`src/gmsp_pkg.sv`:
```
// shared constants, types and helpers for the grid path search block
package gmsp_pkg;

	localparam int GRID_SIDE = 5;
	localparam int CELL_BITS = 16;
	localparam int IN_BITS   = 16;
	localparam int OUT_BITS  = 21;
	localparam int NCELLS    = GRID_SIDE * GRID_SIDE;
	localparam int IDX_BITS  = $clog2(NCELLS);
	localparam int SP_BITS   = $clog2(NCELLS + 1);
	localparam int RC_BITS   = $clog2(GRID_SIDE);
	localparam int SUM_BITS  = CELL_BITS + $clog2(NCELLS);

	typedef logic [RC_BITS-1:0]         rc_t;
	typedef logic [IDX_BITS-1:0]        idx_t;
	typedef logic [CELL_BITS-1:0]       cell_t;
	typedef logic signed [SUM_BITS-1:0] sum_t;

	typedef enum logic [2:0] {
		DIR_UP    = 3'd0,
		DIR_DOWN  = 3'd1,
		DIR_RIGHT = 3'd2,
		DIR_LEFT  = 3'd3,
		DIR_DONE  = 3'd4
	} dir_t;

	typedef struct packed {
		rc_t  row;
		rc_t  col;
		dir_t dir;
	} frame_t;

	typedef enum logic {
		OP_ADD = 1'b0,
		OP_SUB = 1'b1
	} alu_op_t;

	function automatic idx_t cell_index(input rc_t r, input rc_t c);
		cell_index = IDX_BITS'(int'(r) * GRID_SIDE + int'(c));
	endfunction

	function automatic sum_t sext_cell(input cell_t raw);
		sext_cell = SUM_BITS'($signed(raw));
	endfunction

endpackage

```
`src/gmsp_if.sv`:
```
// valid/ready channels for grid cell words and search result words
interface gmsp_cell_if;
	import gmsp_pkg::*;

	logic                      valid;
	logic                      ready;
	logic signed [IN_BITS-1:0] cell_value;

	modport source (output valid, output cell_value, input ready);
	modport sink   (input valid, input cell_value, output ready);
endinterface

interface gmsp_res_if;
	import gmsp_pkg::*;

	logic                       valid;
	logic                       ready;
	logic signed [OUT_BITS-1:0] best_sum;
	logic                       path_found;

	modport source (output valid, output best_sum, output path_found, input ready);
	modport sink   (input valid, input best_sum, input path_found, output ready);
endinterface

```
`src/gmsp_ram.sv`:
```
// generic single write, single read ram with registered read data
module gmsp_ram #(
	parameter int WIDTH = 16,
	parameter int DEPTH = 25
) (
	input  logic                     clk,
	input  logic                     we,
	input  logic [$clog2(DEPTH)-1:0] waddr,
	input  logic [WIDTH-1:0]         wdata,
	input  logic [$clog2(DEPTH)-1:0] raddr,
	output logic [WIDTH-1:0]         rdata
);

	logic [WIDTH-1:0] mem_q [DEPTH];

	always_ff @(posedge clk) begin
		if (we) begin
			mem_q[waddr] <= wdata;
		end
		rdata <= mem_q[raddr];
	end

endmodule

```
`src/gmsp_alu.sv`:
```
// shared adder and compare for running sum updates and best sum tracking
module gmsp_alu (
	input  gmsp_pkg::alu_op_t op,
	input  gmsp_pkg::sum_t    sum,
	input  gmsp_pkg::cell_t   cell_val,
	input  gmsp_pkg::sum_t    best,
	output gmsp_pkg::sum_t    res,
	output logic              less
);
	import gmsp_pkg::*;

	sum_t operand;

	always_comb begin
		operand = sext_cell(cell_val);
		unique case (op)
			OP_ADD: res = sum + operand;
			OP_SUB: res = sum - operand;
			default: res = sum;
		endcase
		less = res < best;
	end

endmodule

```
`src/grid_min_simple_path_search.sv`:
```
// top level: cell loading, depth-first search sequencer and result register
// loading takes cell words while valid; after the last cell the sequencer runs init and start,
// then step, visit and pop states until the stack empties; the result word is registered in done
// throughput: one grid per 25 cell words plus the search; input stalls during search
// reset: arst_n clears the sequencer, counters, path marks, sums and result valid;
// the grid ram and stack frames hold no reset and are written before they are read
module grid_min_simple_path_search (
	input logic          clk,
	input logic          arst_n,
	gmsp_cell_if.sink    cells,
	gmsp_res_if.source   results
);
	import gmsp_pkg::*;

	typedef enum logic [6:0] {
		ST_LOAD  = 7'b0000001,
		ST_INIT  = 7'b0000010,
		ST_START = 7'b0000100,
		ST_STEP  = 7'b0001000,
		ST_POP   = 7'b0010000,
		ST_VISIT = 7'b0100000,
		ST_DONE  = 7'b1000000
	} state_t;

	state_t                     state_q;
	idx_t                       load_cnt_q;
	logic [SP_BITS-1:0]         sp_q;
	frame_t                     stack_q [NCELLS];
	logic [NCELLS-1:0]          marks_q;
	sum_t                       sum_q;
	sum_t                       best_q;
	logic                       found_q;
	rc_t                        nrow_q;
	rc_t                        ncol_q;
	idx_t                       nidx_q;
	logic                       out_valid_q;
	logic signed [OUT_BITS-1:0] out_sum_q;
	logic                       out_found_q;

	logic    wr_en;
	cell_t   wr_data;
	idx_t    rd_addr;
	cell_t   rd_data;
	idx_t    top_idx;
	frame_t  top;
	logic    nb_valid;
	rc_t     nb_row;
	rc_t     nb_col;
	idx_t    nb_idx;
	logic    blocked;
	alu_op_t alu_op;
	sum_t    alu_res;
	logic    alu_less;
	logic    at_goal;
	logic    can_emit;
	logic    step_adv;
	logic    push_en;

	assign cells.ready        = (state_q == ST_LOAD);
	assign wr_en              = cells.valid && cells.ready;
	assign wr_data            = CELL_BITS'($unsigned(cells.cell_value));
	assign results.valid      = out_valid_q;
	assign results.best_sum   = out_sum_q;
	assign results.path_found = out_found_q;
	assign can_emit           = !out_valid_q || results.ready;

	assign top_idx = (sp_q == '0) ? '0 : IDX_BITS'(sp_q - SP_BITS'(1));
	assign top     = stack_q[top_idx];

	always_comb begin
		nb_valid = 1'b0;
		nb_row   = top.row;
		nb_col   = top.col;
		unique case (top.dir)
			DIR_UP: begin
				nb_valid = top.row != '0;
				nb_row   = top.row - rc_t'(1);
			end
			DIR_DOWN: begin
				nb_valid = top.row != rc_t'(GRID_SIDE - 1);
				nb_row   = top.row + rc_t'(1);
			end
			DIR_RIGHT: begin
				nb_valid = top.col != rc_t'(GRID_SIDE - 1);
				nb_col   = top.col + rc_t'(1);
			end
			DIR_LEFT: begin
				nb_valid = top.col != '0;
				nb_col   = top.col - rc_t'(1);
			end
			default: nb_valid = 1'b0;
		endcase
		nb_idx  = cell_index(nb_row, nb_col);
		blocked = !nb_valid || marks_q[nb_idx];
	end

	always_comb begin
		priority if (state_q == ST_INIT) begin
			rd_addr = '0;
		end else if (top.dir == DIR_DONE) begin
			rd_addr = cell_index(top.row, top.col);
		end else begin
			rd_addr = nb_idx;
		end
	end

	assign alu_op  = (state_q == ST_POP) ? OP_SUB : OP_ADD;
	assign at_goal = (nrow_q == rc_t'(GRID_SIDE - 1)) && (ncol_q == rc_t'(GRID_SIDE - 1));

	assign step_adv = (state_q == ST_STEP) && (sp_q != '0) && (top.dir != DIR_DONE);
	assign push_en  = (state_q == ST_VISIT) && (rd_data != '0) && !at_goal &&
		(sp_q != SP_BITS'(NCELLS));

	gmsp_ram #(
		.WIDTH (CELL_BITS),
		.DEPTH (NCELLS)
	) u_grid (
		.clk   (clk),
		.we    (wr_en),
		.waddr (load_cnt_q),
		.wdata (wr_data),
		.raddr (rd_addr),
		.rdata (rd_data)
	);

	gmsp_alu u_alu (
		.op       (alu_op),
		.sum      (sum_q),
		.cell_val (rd_data),
		.best     (best_q),
		.res      (alu_res),
		.less     (alu_less)
	);

	always_ff @(posedge clk or negedge arst_n) begin
		if (!arst_n) begin
			state_q     <= ST_LOAD;
			load_cnt_q  <= '0;
			sp_q        <= '0;
			marks_q     <= '0;
			sum_q       <= '0;
			best_q      <= '0;
			found_q     <= 1'b0;
			out_valid_q <= 1'b0;
		end else begin
			if (state_q == ST_DONE && can_emit) begin
				out_valid_q <= 1'b1;
			end else if (results.ready) begin
				out_valid_q <= 1'b0;
			end
			unique case (state_q)
				ST_LOAD: begin
					if (wr_en) begin
						if (load_cnt_q == idx_t'(NCELLS - 1)) begin
							load_cnt_q <= '0;
							state_q    <= ST_INIT;
						end else begin
							load_cnt_q <= load_cnt_q + idx_t'(1);
						end
					end
				end
				ST_INIT: begin
					state_q <= ST_START;
				end
				ST_START: begin
					sum_q      <= alu_res;
					best_q     <= '0;
					found_q    <= 1'b0;
					marks_q[0] <= 1'b1;
					sp_q       <= SP_BITS'(1);
					state_q    <= ST_STEP;
				end
				ST_STEP: begin
					if (sp_q == '0) begin
						state_q <= ST_DONE;
					end else if (top.dir == DIR_DONE) begin
						state_q <= ST_POP;
					end else if (!blocked) begin
						state_q <= ST_VISIT;
					end
				end
				ST_POP: begin
					sum_q <= alu_res;
					marks_q[cell_index(top.row, top.col)] <= 1'b0;
					sp_q    <= sp_q - SP_BITS'(1);
					state_q <= ST_STEP;
				end
				ST_VISIT: begin
					state_q <= ST_STEP;
					if (rd_data != '0) begin
						if (at_goal) begin
							if (!found_q || alu_less) begin
								best_q <= alu_res;
							end
							found_q <= 1'b1;
						end else if (sp_q != SP_BITS'(NCELLS)) begin
							marks_q[nidx_q] <= 1'b1;
							sum_q           <= alu_res;
							sp_q            <= sp_q + SP_BITS'(1);
						end
					end
				end
				ST_DONE: begin
					if (can_emit) begin
						state_q <= ST_LOAD;
					end
				end
				default: state_q <= ST_LOAD;
			endcase
		end
	end

	always_ff @(posedge clk) begin
		if (state_q == ST_START) begin
			stack_q[0] <= '{row: '0, col: '0, dir: DIR_UP};
		end
		if (step_adv) begin
			stack_q[top_idx].dir <= dir_t'(top.dir + 3'd1);
			if (!blocked) begin
				nrow_q <= nb_row;
				ncol_q <= nb_col;
				nidx_q <= nb_idx;
			end
		end
		if (push_en) begin
			stack_q[sp_q[IDX_BITS-1:0]] <= '{row: nrow_q, col: ncol_q, dir: DIR_UP};
		end
		if (state_q == ST_DONE && can_emit) begin
			out_sum_q   <= OUT_BITS'(best_q);
			out_found_q <= found_q;
		end
	end

	a_marks_match_depth: assert property (@(posedge clk) disable iff (!arst_n)
		$countones(marks_q) == int'(sp_q))
		else $error("path marks disagree with stack depth");

	a_sp_bounded: assert property (@(posedge clk) disable iff (!arst_n)
		sp_q <= SP_BITS'(NCELLS))
		else $error("stack pointer beyond depth");

	a_start_on_path: assert property (@(posedge clk) disable iff (!arst_n)
		(sp_q != '0) |-> marks_q[0])
		else $error("start cell left the path while search active");

	a_no_path_zero: assert property (@(posedge clk) disable iff (!arst_n)
		(results.valid && !results.path_found) |-> (results.best_sum == '0))
		else $error("nonzero sum word without a path");

endmodule
```
`src/flat_wrapper.sv`:
```
// flat-port wrapper written by rule: the top's interface ports become plain ports
module grid_min_simple_path_search_flat import gmsp_pkg::*;
  (clk, arst_n, cells_valid, cells_cell_value, cells_ready, results_valid, results_best_sum, results_path_found, results_ready);
  gmsp_cell_if cells_i ();
  gmsp_res_if results_i ();
  input logic clk;
  input logic arst_n;
  input wire logic [$bits(cells_i.valid)-1:0] cells_valid;
  input wire logic [$bits(cells_i.cell_value)-1:0] cells_cell_value;
  output wire logic [$bits(cells_i.ready)-1:0] cells_ready;
  output wire logic [$bits(results_i.valid)-1:0] results_valid;
  output wire logic [$bits(results_i.best_sum)-1:0] results_best_sum;
  output wire logic [$bits(results_i.path_found)-1:0] results_path_found;
  input wire logic [$bits(results_i.ready)-1:0] results_ready;
  assign cells_i.valid = cells_valid;
  assign cells_i.cell_value = cells_cell_value;
  assign cells_ready = cells_i.ready;
  assign results_valid = results_i.valid;
  assign results_best_sum = results_i.best_sum;
  assign results_path_found = results_i.path_found;
  assign results_i.ready = results_ready;
  grid_min_simple_path_search u_core (.clk(clk), .arst_n(arst_n), .cells(cells_i), .results(results_i));
endmodule
```
`config.mk`:
```
export PLATFORM = sky130hd
export DESIGN_NAME = grid_min_simple_path_search_flat
export DESIGN_NICKNAME = d
export VERILOG_FILES = /design/src/gmsp_pkg.sv /design/src/gmsp_if.sv /design/src/gmsp_ram.sv /design/src/gmsp_alu.sv /design/src/grid_min_simple_path_search.sv /design/src/flat_wrapper.sv
export SDC_FILE = /design/constraint.sdc
export NUM_CORES = 1
export LEC_CHECK = 0
export BUFFER_PORTS_ARGS = -buffer_cell sky130_fd_sc_hd__clkbuf_2
export CORE_AREA = 2 2 261 263
export DETAILED_ROUTE_END_ITERATION = 7
export DIE_AREA = 0 0 263 265
export PLACE_DENSITY_LB_ADDON = 0.1
export SLEW_MARGIN = 20
export SYNTH_ARGS = -nofsm -noshare
export SYNTH_HDL_FRONTEND = slang
export SYNTH_HIERARCHICAL = 1
export SYNTH_SLANG_ARGS = --single-unit
```
`constraint.sdc`:
```
create_clock -name clk -period 8 [get_ports clk]
set_input_delay 1.6 -clock clk [delete_from_list [all_inputs] [get_ports clk]]
set_output_delay 1.6 -clock clk [all_outputs]
set_load 0.005 [all_outputs]
```
; Word level (Yosys, flattened, before mapping)
; Memory sizes are Yosys's and may differ from the RTL's. A register that Yosys moved wholly into a read port is not among the register bits.
; Cells that the tools add are included.
[word_totals]
reg_bits = 119
ramBits = 625
output_inout_bits = 24
word_cells = 166
n_memories = 2
[op_classes]
add_sub_neg = 12
multipliers = 2
order_cmp = 6
eq_ne = 27
mux = 58
bitwise_logic = 5
n_reduce_logical = 40
[mem_list]
columns = name, depth, word_bits, rd, rd_ports_with_merged_regs, wr, line_no
row1 = u_core.u_grid.mem_q, 25, 16, 1, 1, 1, gmsp_ram.sv:14  ; logic [WIDTH-1:0] mem_q [DEPTH];
row2 = u_core.stack_q, 25, 9, 1, 0, 1, grid_min_simple_path_search.sv:28  ; frame_t stack_q [NCELLS];
[ops]
columns = cell, count
row1 = 2-to-1 mux 21 bit, 6
row2 = case mux 21 bit (2 select lines), 3
row3 = 2-to-1 mux 25 bit, 3
row4 = case mux 24 bit (2 select lines), 1
row5 = 2-to-1 mux 5 bit, 9
row6 = 2-to-1 mux 7 bit, 6
row7 = case mux 7 bit (5 select lines), 1
row8 = bitwise AND 25 bit, 1
row9 = NOT 25 bit, 1
row10 = bitwise OR 25 bit, 1
row11 = adder 21 x 16 -> 21 bit, 1
row12 = < comparator 21 bit, 1
row13 = subtractor 21 x 16 -> 21 bit, 1
row14 = AND reduction 4 bit, 5
row15 = "< comparator 5 x 6 -> 1 bit, second input constant", 3
row16 = 2-to-1 mux 9 bit, 2
row17 = OR reduction 9 bit, 2
row18 = 2-to-1 mux 1 bit, 16
row19 = nonzero test 16 bit, 1
row20 = case mux 5 bit (3 select lines), 1
row21 = "inequality test 2 bit, second input constant", 6
row22 = case mux 3 bit (2 select lines), 2
row23 = "adder 5 x 1 -> 5 bit, second input constant", 2
row24 = adder 5 x 4 -> 5 bit, 2
row25 = 39 further kinds, 73

; Longest topological paths before layout
; Gate-level depths: netlist of run 1.
; An unclocked memory read counts as a cell.
[logic_depth]
depth_word = 14
ltp_mapped = 40

; Hierarchy
; Netlist of run 1, hierarchy kept.
[by_module_without_submodules]
columns = module, instances, cells_per_inst, area_per_inst_um2, seq_area_each_um2
row1 = gmsp_ram, 1, 699, 15617.5, 12331.8
row2 = grid_min_simple_path_search, 1, 1214, 15615.0, 9900.7
row3 = gmsp_alu, 1, 267, 1888.1, 0.0

; Worst setup path after synthesis of run 1
; OpenSTA, ideal clock, no wires.
[synth_timing]
path_type = register to register
start = reg u_core.sp_q[0]
end = reg u_core.u_grid.rdata[0], read port of u_core.u_grid.mem_q
setup_time_ps = 123
t_arrival_ps = 8555
required_ps = 7877
setup_slack_ps = -678
stages_incl_launch_ff = 39
period_less_slack_ps = 8678
cell_sequence = dfrtp_1 clkinv_1 clkbuf_1 clkbuf_1 clkbuf_1 ha_1 buf_2 nand2b_2 o21ai_2 buf_2 buf_2 buf_2 buf_1 mux4_2 a211oi_1 nor3_1 a31o_2 inv_1 (+3 left out) nor3_1 a21oi_1 nor4_1 a21o_1 xor2_1 ha_1 ha_1 ha_1 a21o_1 a21oi_1 xnor2_1 xnor3_1 a211oi_1 clkbuf_1 buf_1 nand2_1 o22ai_1 nor3_1
[synth_between]
elab_chain_cells = 9
elab_cells_between_ends = 21
classes_between = add/sub (7) / mul (2) / eq/ne (4) / mux (5) / reduce/logical (2) / memory (1)
[synth_rtl]
columns = item, line_no
row1 = "start, declared", grid_min_simple_path_search.sv:27  ; logic [SP_BITS-1:0] sp_q;
row2 = "start signal, assigned", grid_min_simple_path_search.sv:185  ; sp_q <= sp_q - SP_BITS'(1);
row3 = "start signal, assigned", grid_min_simple_path_search.sv:199  ; sp_q <= sp_q + SP_BITS'(1);
row4 = subtractor 5 x 1 -> 5 bit / logical NOT 5 bit (equally long branches), grid_min_simple_path_search.sv:67  ; assign top_idx = (sp_q == '0) ? '0 : IDX_BITS'(sp_q - SP_BITS'(1));
row5 = 2-to-1 mux 5 bit (*), grid_min_simple_path_search.sv:67
row6 = memory read (25 x 9 bit) (*), n/a
row7 = "adder 3 x 1 -> 3 bit, or another cell as far along", grid_min_simple_path_search.sv:81  ; nb_row = top.row + rc_t'(1);
row8 = case mux 3 bit (2 select lines) (*), grid_min_simple_path_search.sv:74  ; unique case (top.dir)
row9 = via u_core.nb_row[2], grid_min_simple_path_search.sv:47  ; rc_t nb_row;
row10 = multiplier 3 x 3 -> 5 bit (*), gmsp_pkg.sv:39  ; cell_index = IDX_BITS'(int'(r) * GRID_SIDE + int'(c));
row11 = adder 5 x 4 -> 5 bit (*), gmsp_pkg.sv:39
row12 = 2-to-1 mux 5 bit (*), grid_min_simple_path_search.sv:100  ; end else if (top.dir == DIR_DONE) begin
row13 = 2-to-1 mux 5 bit (*), grid_min_simple_path_search.sv:98  ; priority if (state_q == ST_INIT) begin
row14 = via u_core.rd_addr[4], grid_min_simple_path_search.sv:42  ; idx_t rd_addr;
row15 = "end, declared", gmsp_ram.sv:11  ; output logic [WIDTH-1:0] rdata
; Mark *: on every way through the listed nets, which the timed path passes. The rest lies on a longest branch.
; A chain may end at the register's enable or synchronous reset.

; Worst setup path after layout of run 1
[layout_timing]
start = reg u_core.sp_q[0]
end = reg u_core.u_grid.rdata[5], read port of u_core.u_grid.mem_q
; The elaborated chain is that of the path after synthesis.

==> results of run 1 <==
cell usage after synthesis, types with 20 or more instances:
library cell / n / area share [%]
nor2_1: 145 / 1.6
inv_1: 56 / 0.63
dfrtp_1: 85 / 6.4
edfxtp_1: 658 / 60
nor3_1: 35 / 0.53
a31oi_1: 29 / 0.55
ha_1: 67 / 2.5
xnor2_1: 31 / 0.82
clkbuf_1: 49 / 0.56
o22ai_1: 28 / 0.53
a21oi_1: 102 / 1.5
nand2_1: 148 / 1.7
mux2_2: 42 / 1.4
mux4_2: 103 / 7.0
o211ai_1: 37 / 0.84
and3_1: 20 / 0.38
nand3_1: 34 / 0.51
o21ai_0: 79 / 1.2
mux2i_1: 45 / 1.4
buf_2: 26 / 0.39
state kept, by name (all words and copies together) (netlist names):
name	cells
u_core/found_q	1
u_core/stack_q	225
u_core/sum_q	21
u_core/results.valid	1
u_core/marks_q	25
u_core/ncol_q	3
u_core/state_q	7
u_core/results.path_found	1
u_core/load_cnt_q	5
u_core/u_grid/mem_q	400
u_core/nidx_q	5
u_core/best_q	21
u_core/u_grid/rdata	16
u_core/results.best_sum	21
u_core/nrow_q	3
u_core/sp_q	5
layout make-up:
cell class              count  area [µm²]  share of cell area, %
clock inverters            48       526.8                  1.411
flip-flops and latches    760       22240                  59.57
clock buffers              98        2101                  5.628
inverters                  59       221.5                 0.5933
repair buffers            128       913.4                  2.447
multi-input cells        1257       10240                  27.43
well taps                 873        1092                  2.926
kinds of logic after synthesis:
| group | count (synthesis) | synth area share (%) |
|---|---|---|
| flops | 760 | 67.13 |
| simple gates | 528 | 7.986 |
| compound gates | 417 | 8.330 |
| mux | 195 | 10.19 |
| buf+inv | 163 | 2.278 |
| fa+ha+maj | 73 | 2.864 |
| xor+xnor | 44 | 1.228 |
repair_timing:
item | CTS | global route
setup endpoints to repair | 0 | 26
hold buffers | 0 | 0
gates resized for setup | 0 | 6
setup buffers | 0 | 3
layout by cell type (no fill, tap or decap), types with 9 or more instances in the layout:
cell type  instances
a211oi_1          15
a21o_1            17
a21oi_1          100
a221oi_1          14
a22oi_1           18
a31oi_1           29
and2_1            13
and3_1            18
buf_4             80
clkbuf_1          16
clkbuf_16         81
clkbuf_2          42
clkinv_1          19
clkinv_2          11
dfrtp_1           84
dfxtp_1           16
edfxtp_1         658
ha_1              67
inv_1             56
mux2_2            42
mux2i_1           45
mux4_2           103
nand2_1          148
nand2b_1          15
nand3_1           34
nand3b_1           9
nand4_1           11
nor2_1           138
nor2_2            12
nor2b_1           18
nor3_1            34
nor4_1            12
o211ai_1          37
o21ai_0           79
o221ai_1          12
o22ai_1           28
or3_1             10
xnor2_1           31
xor2_1            11
routing by layer:
| metal | share of wire, % | global-route usage [%] | vias to the layer above |
|---|---|---|---|
| met4 | 3.2 | 8.077 | 0 |
| met5 | 0 | 0 | - |
| met2 | 48 | 38.29 | 674 |
| li1 | - | - | 8785 |
| met3 | 5.6 | 4.022 | 162 |
| met1 | 43 | 31.91 | 10260 |
how the worst max path moves through the flow:
stage | end | slack, ps | startpoint | cells past startpoint
detailed placement | u_core/u_grid/rdata[5] | 350 | u_core/sp_q[0] | 29
global route | u_core/u_grid/rdata[5] | -8 | u_core/sp_q[0] | 29
CTS | u_core/u_grid/rdata[5] | 300 | u_core/sp_q[0] | 29
floorplan | u_core/u_grid/rdata[13] | 10 | u_core/sp_q[0] | 38
global placement | u_core/u_grid/rdata[15] | 470 | u_core/sp_q[0] | 29
finish | u_core/u_grid/rdata[5] | 500 | u_core/sp_q[0] | 29
stage by stage:
step | instances | cell area, µm² | hold slack [ps] | setup slack (ps) | setup TNS, ps
global placement | 3074 | 34640 | 461.8 | 465.4 | 0
finish | 3223 | 37330 | 477.9 | 500.5 | 0
CTS | 3220 | 37270 | 479.7 | 295.2 | 0
floorplan | 2180 | 33140 | 446.4 | 13.30 | 0
global route | 3223 | 37330 | 496.8 | -7.842 | -10.96
detailed placement | 3074 | 34640 | 464.6 | 352.3 | 0
==> flow_metrics.env, run 1 <==
export IMPL_period_needed_ps=7500
export IMPL_grt_max_degree=62
export IMPL_clk_pin_slew_worst_paths_ps=60
export IMPL_postSynth_asyncResetShare_pct=11.32
export IMPL_slew_viol_final=0
export IMPL_core_area_um2=66800
export IMPL_status="finished, final reports clean"
export IMPL_cp_start_kind="register"
export IMPL_netlist_area_um2=33120
export IMPL_timing_rr_end="u_core/u_grid/rdata[5]"
export IMPL_cap_violations=0
export IMPL_synth_edff_count=658
export IMPL_insertedDiodeCount=0
export IMPL_cts_sinks=760
export IMPL_syn_to_final_growth_pct=12.70
export IMPL_tightest_slew_ps=1090
export IMPL_root_buffer="clkbuf_16"
export IMPL_wl_per_cell_um=25.29
export IMPL_crit_type="register to register"
export IMPL_slew_headroom_pct=27.32
export IMPL_syn_nets=2272
export IMPL_min_path_cells=0
export IMPL_post_route_period_util_pct=93.74
export IMPL_ys_warn_count=6
export IMPL_setup_viol=0
export IMPL_synthFlopType="edfxtp_1"
export IMPL_drtIter0Drc=1718
export IMPL_path_max_fanout=25
export IMPL_ant_nets=0
export IMPL_antenna_found_initial=0
export IMPL_grt_usage_pct=23.39
export IMPL_routed_via_density=6.167
export IMPL_ff2ff_path_depth=29
export IMPL_ys_seq_elements=760
export IMPL_reg2reg_slack_ps=500
export IMPL_drc_errors=0
export IMPL_dp_final_hpwl_um=54440
export IMPL_regToRegStartpoint="u_core/sp_q[0]"
export IMPL_hold_start="u_core/best_q[2]"
export IMPL_cp_num_buf_inv=5
export IMPL_slowest_stage="dfrtp_4"
export IMPL_synthCells=2180
export IMPL_die_area_um2=69700
export IMPL_hold_violations=0
export IMPL_finalCoreUtilization_pct=55.88
export IMPL_hold_class="register to register"
export IMPL_io_pins=44
export IMPL_max_stage_delay_ps=500
export IMPL_fin_skew_ps=12.68
export IMPL_synth_distinct_cells=97
export IMPL_grt_pass1_vias=19660
export IMPL_fmax_mhz=133.3
export IMPL_gr_total_overflow=0
export IMPL_worstSetupEndpointType="register"
export IMPL_nFillCells=5281
export IMPL_start_util_pct=49.58
export IMPL_drive_above_1_share_pct=19.15
export IMPL_num_rows=95
export IMPL_portBuffers=43
export IMPL_die_y_um=265
export IMPL_firstDrtPassIters=5
export IMPL_crit_arrival_ps=8000
export IMPL_htree_levels=3
export IMPL_critPathRequiredTime_ps=8500
export IMPL_grt_pass1_wl_um=122800
export IMPL_syn_area_per_cell_um2=15.19
export IMPL_clk_latency_ps=640
export IMPL_nets=2379
export IMPL_dr_total_vias=19880
export IMPL_cts_path_max_buffers=3
export IMPL_min_to="u_core/results.best_sum[2]"
export IMPL_routed_wl_um=81510
export IMPL_die_w_um=263
export IMPL_ys_seq_area_share_pct=67.13
export IMPL_cts_tree="built"
export IMPL_place_congestion=0.8836
export IMPL_cp_top_family="compound AO/OA/AOI/OAI gates"
export IMPL_numCtsBuffers=81
Power of run 1 is left out: the tool's default activity adds up to more than one toggle a clock period on the data nets, which glitch-free logic cannot reach.
==> inputs of run 2 (changes only) <==
--- a/config.mk
+++ b/config.mk
@@ -5,10 +5,14 @@
 export SDC_FILE = /design/constraint.sdc
 export NUM_CORES = 1
 export LEC_CHECK = 0
+export ABC_AREA = 1
 export BUFFER_PORTS_ARGS = -buffer_cell sky130_fd_sc_hd__clkbuf_2
-export CORE_AREA = 2 2 261 263
+export CELL_PAD_IN_SITES_DETAIL_PLACEMENT = 1
+export CELL_PAD_IN_SITES_GLOBAL_PLACEMENT = 2
+export CORE_AREA = 2 2 308 310
 export DETAILED_ROUTE_END_ITERATION = 7
-export DIE_AREA = 0 0 263 265
+export DIE_AREA = 0 0 310 312
+export MAX_ROUTING_LAYER = met4
 export PLACE_DENSITY_LB_ADDON = 0.1
 export SLEW_MARGIN = 20
 export SYNTH_ARGS = -nofsm -noshare
==> flow_metrics.env, run 2 <==
export IMPL_status="finished, final reports clean"
export IMPL_final_cell_mix="nand2_1, edfxtp_1, nand3_1, inv_1, nor2_1"
export IMPL_max_stage_delay_ps=630
export IMPL_synth_top_area_share_pct=55.92
export IMPL_top_register="u_core/u_grid/mem_q"
export IMPL_ys_seq_elements=760
export IMPL_num_rows=112
export IMPL_drtIter0Drc=1750
export IMPL_fmax_mhz=136.3
export IMPL_netlist_area_um2=35330
export IMPL_die_w_um=310
export IMPL_syn_area_per_cell_um2=10.15
export IMPL_largest_registers="u_core/u_grid/mem_q x400, u_core/stack_q x225, u_core/marks_q x25"
export IMPL_grt_pass1_vias=26070
export IMPL_place_congestion=0.8118
export IMPL_crit_top_cell="nand2_1"
export IMPL_post_route_period_util_pct=91.73
export IMPL_crit_type="register to register"
export IMPL_drive_above_1_share_pct=10.61
export IMPL_core_area_um2=93050
export IMPL_critPathRequiredTime_ps=8590
export IMPL_cp_start_kind="register"
export IMPL_path_max_fanout=26
export IMPL_slowest_stage="clkinv_1"
export IMPL_die_y_um=312
export IMPL_io_pins=44
export IMPL_htree_levels=3
export IMPL_ant_nets=0
export IMPL_ys_top_cells_by_count="nand2_1, edfxtp_1, nand3_1"
export IMPL_tightest_slew_ps=1097
export IMPL_die_area_um2=96720
export IMPL_fin_skew_ps=26.60
export IMPL_slew_headroom_pct=26.85
export IMPL_worstSetupEndpointType="register"
export IMPL_ys_seq_area_share_pct=62.93
export IMPL_period_needed_ps=7338
export IMPL_routed_via_density=5.137
export IMPL_grt_max_degree=201
export IMPL_wl_per_cell_um=21.38
export IMPL_syn_to_final_growth_pct=12.73
export IMPL_clk_latency_ps=670
export IMPL_postSynth_asyncResetShare_pct=11.32
export IMPL_synthCells=3480
export IMPL_drc_errors=0
export IMPL_dr_total_vias=24850
export IMPL_cts_tree="built"
export IMPL_clk_pin_slew_worst_paths_ps=60
export IMPL_antenna_found_initial=0
export IMPL_syn_nets=3572
export IMPL_ys_warn_count=6
export IMPL_cts_sinks=760
export IMPL_yosysMostFrequentCell="nand2_1"
export IMPL_largest_register_ffs=400
export IMPL_root_buffer="clkbuf_16"
export IMPL_firstDrtPassIters=5
export IMPL_start_util_pct=37.97
export IMPL_routed_wl_um=103400
export IMPL_synth_area_leaders="edfxtp_1, nand2_1, nand3_1"
export IMPL_gr_total_overflow=0
export IMPL_synth_distinct_cells=63
export IMPL_hold_violations=0
export IMPL_dp_final_hpwl_um=65930
export IMPL_hold_class="register to register"
export IMPL_nets=3606
export IMPL_crit_arrival_ps=7930
export IMPL_yosys_area_top_type="edfxtp_1"
export IMPL_finalSetupTns_ps=0
export IMPL_grt_usage_pct=22.23
export IMPL_insertedDiodeCount=0
export IMPL_cts_path_max_buffers=3
export IMPL_multiInputGateArea_um2=10800
export IMPL_nFillCells=10340
export IMPL_final_seq_area_um2=22230
export IMPL_grt_pass1_wl_um=159200
export IMPL_slew_viol_final=0
export IMPL_portBuffers=43
export IMPL_cap_violations=0
export IMPL_rsz0062_at_grt="false"
export IMPL_setup_viol=0
export IMPL_numCtsBuffers=86
export IMPL_synthFlopType="edfxtp_1"
export IMPL_synth_edff_count=658
export IMPL_layout_commonest_cell="nand2_1"
[run 2: final timing paths]
check | depth (start not counted) | start | slack (ps) | end
worst max-delay path | 26 | u_core/sp_q[1] | 660 | u_core/u_grid/rdata[7]
worst min-delay path | 0 | u_core/best_q[12] | 480 | u_core/results.best_sum[12]
worst max register to register | 26 | u_core/sp_q[1] | 660 | u_core/u_grid/rdata[7]
worst min register to register | 0 | u_core/best_q[12] | 480 | u_core/results.best_sum[12]
max in group asynchronous | 2 | arst_n | 6000 | u_core/load_cnt_q[2]
min in group asynchronous | 1 | arst_n | 900 | u_core/best_q[14]
[run 2: kinds of logic after synthesis]
logic type | count (synthesis) | synth area share [%]
adders and majority gates | 72 | 2.656
DFF | 760 | 62.93
and+or+nand+nor | 1826 | 22.93
AOI/OAI and AO/OA | 222 | 3.779
buffers and inverters | 569 | 6.898
xor gates and xnor gates | 31 | 0.8110
[run 2: per-stage QoR]
| step | util, % | hold slack, ps | cell area, µm² | cells | worst slack, ps |
|---|---|---|---|---|---|
| floorplan | - | 424.9 | 35330 | 3480 | 1665 |
| global placement | 39.61 | 462.7 | 36850 | 4680 | 393.5 |
| detailed placement | 39.62 | 467.5 | 36860 | 4680 | 248.3 |
| CTS | 42.78 | 482.4 | 39810 | 4837 | 216.4 |
| global route | 42.80 | 496.3 | 39830 | 4837 | 49.79 |
| finish | 42.80 | 478.3 | 39830 | 4837 | 661.6 |
[run 2: final cells by class]
type | instances | area share, %
Tap cell | 1254 | 3.939
Clock inverter | 49 | 1.530
Clock buffer | 108 | 5.871
Multi-Input combinational cell | 2151 | 27.13
Sequential cell | 760 | 55.82
Inverter | 416 | 3.952
Timing Repair Buffer | 99 | 1.759
[run 2: layer usage]
metal / vias to the layer above / share of wire [%] / track usage, %
met1: 12570 / 46 / 29.34
met2: 367 / 49 / 36.73
met4: 0 / 1.9 / 5.149
met3: 132 / 3.0 / 2.536
met5: - / 0 / -
li1: 11780 / - / -
[run 2: critical path: cells and delay by family (launching register included)]
family / cells / cell delay, ps
compound gates: 3 / 650
simple gates: 9 / 1680
fa+ha+maj: 7 / 2080
xor+xnor: 1 / 590
flops: 1 / 400
buf+inv: 6 / 1870
[run 2: what timing repair did]
action	CTS	global route
hold buffers	0	0
setup endpoints to repair	0	15
setup buffers	0	0
gates resized for setup	0	2
Power of run 2 is left out for the same reason.
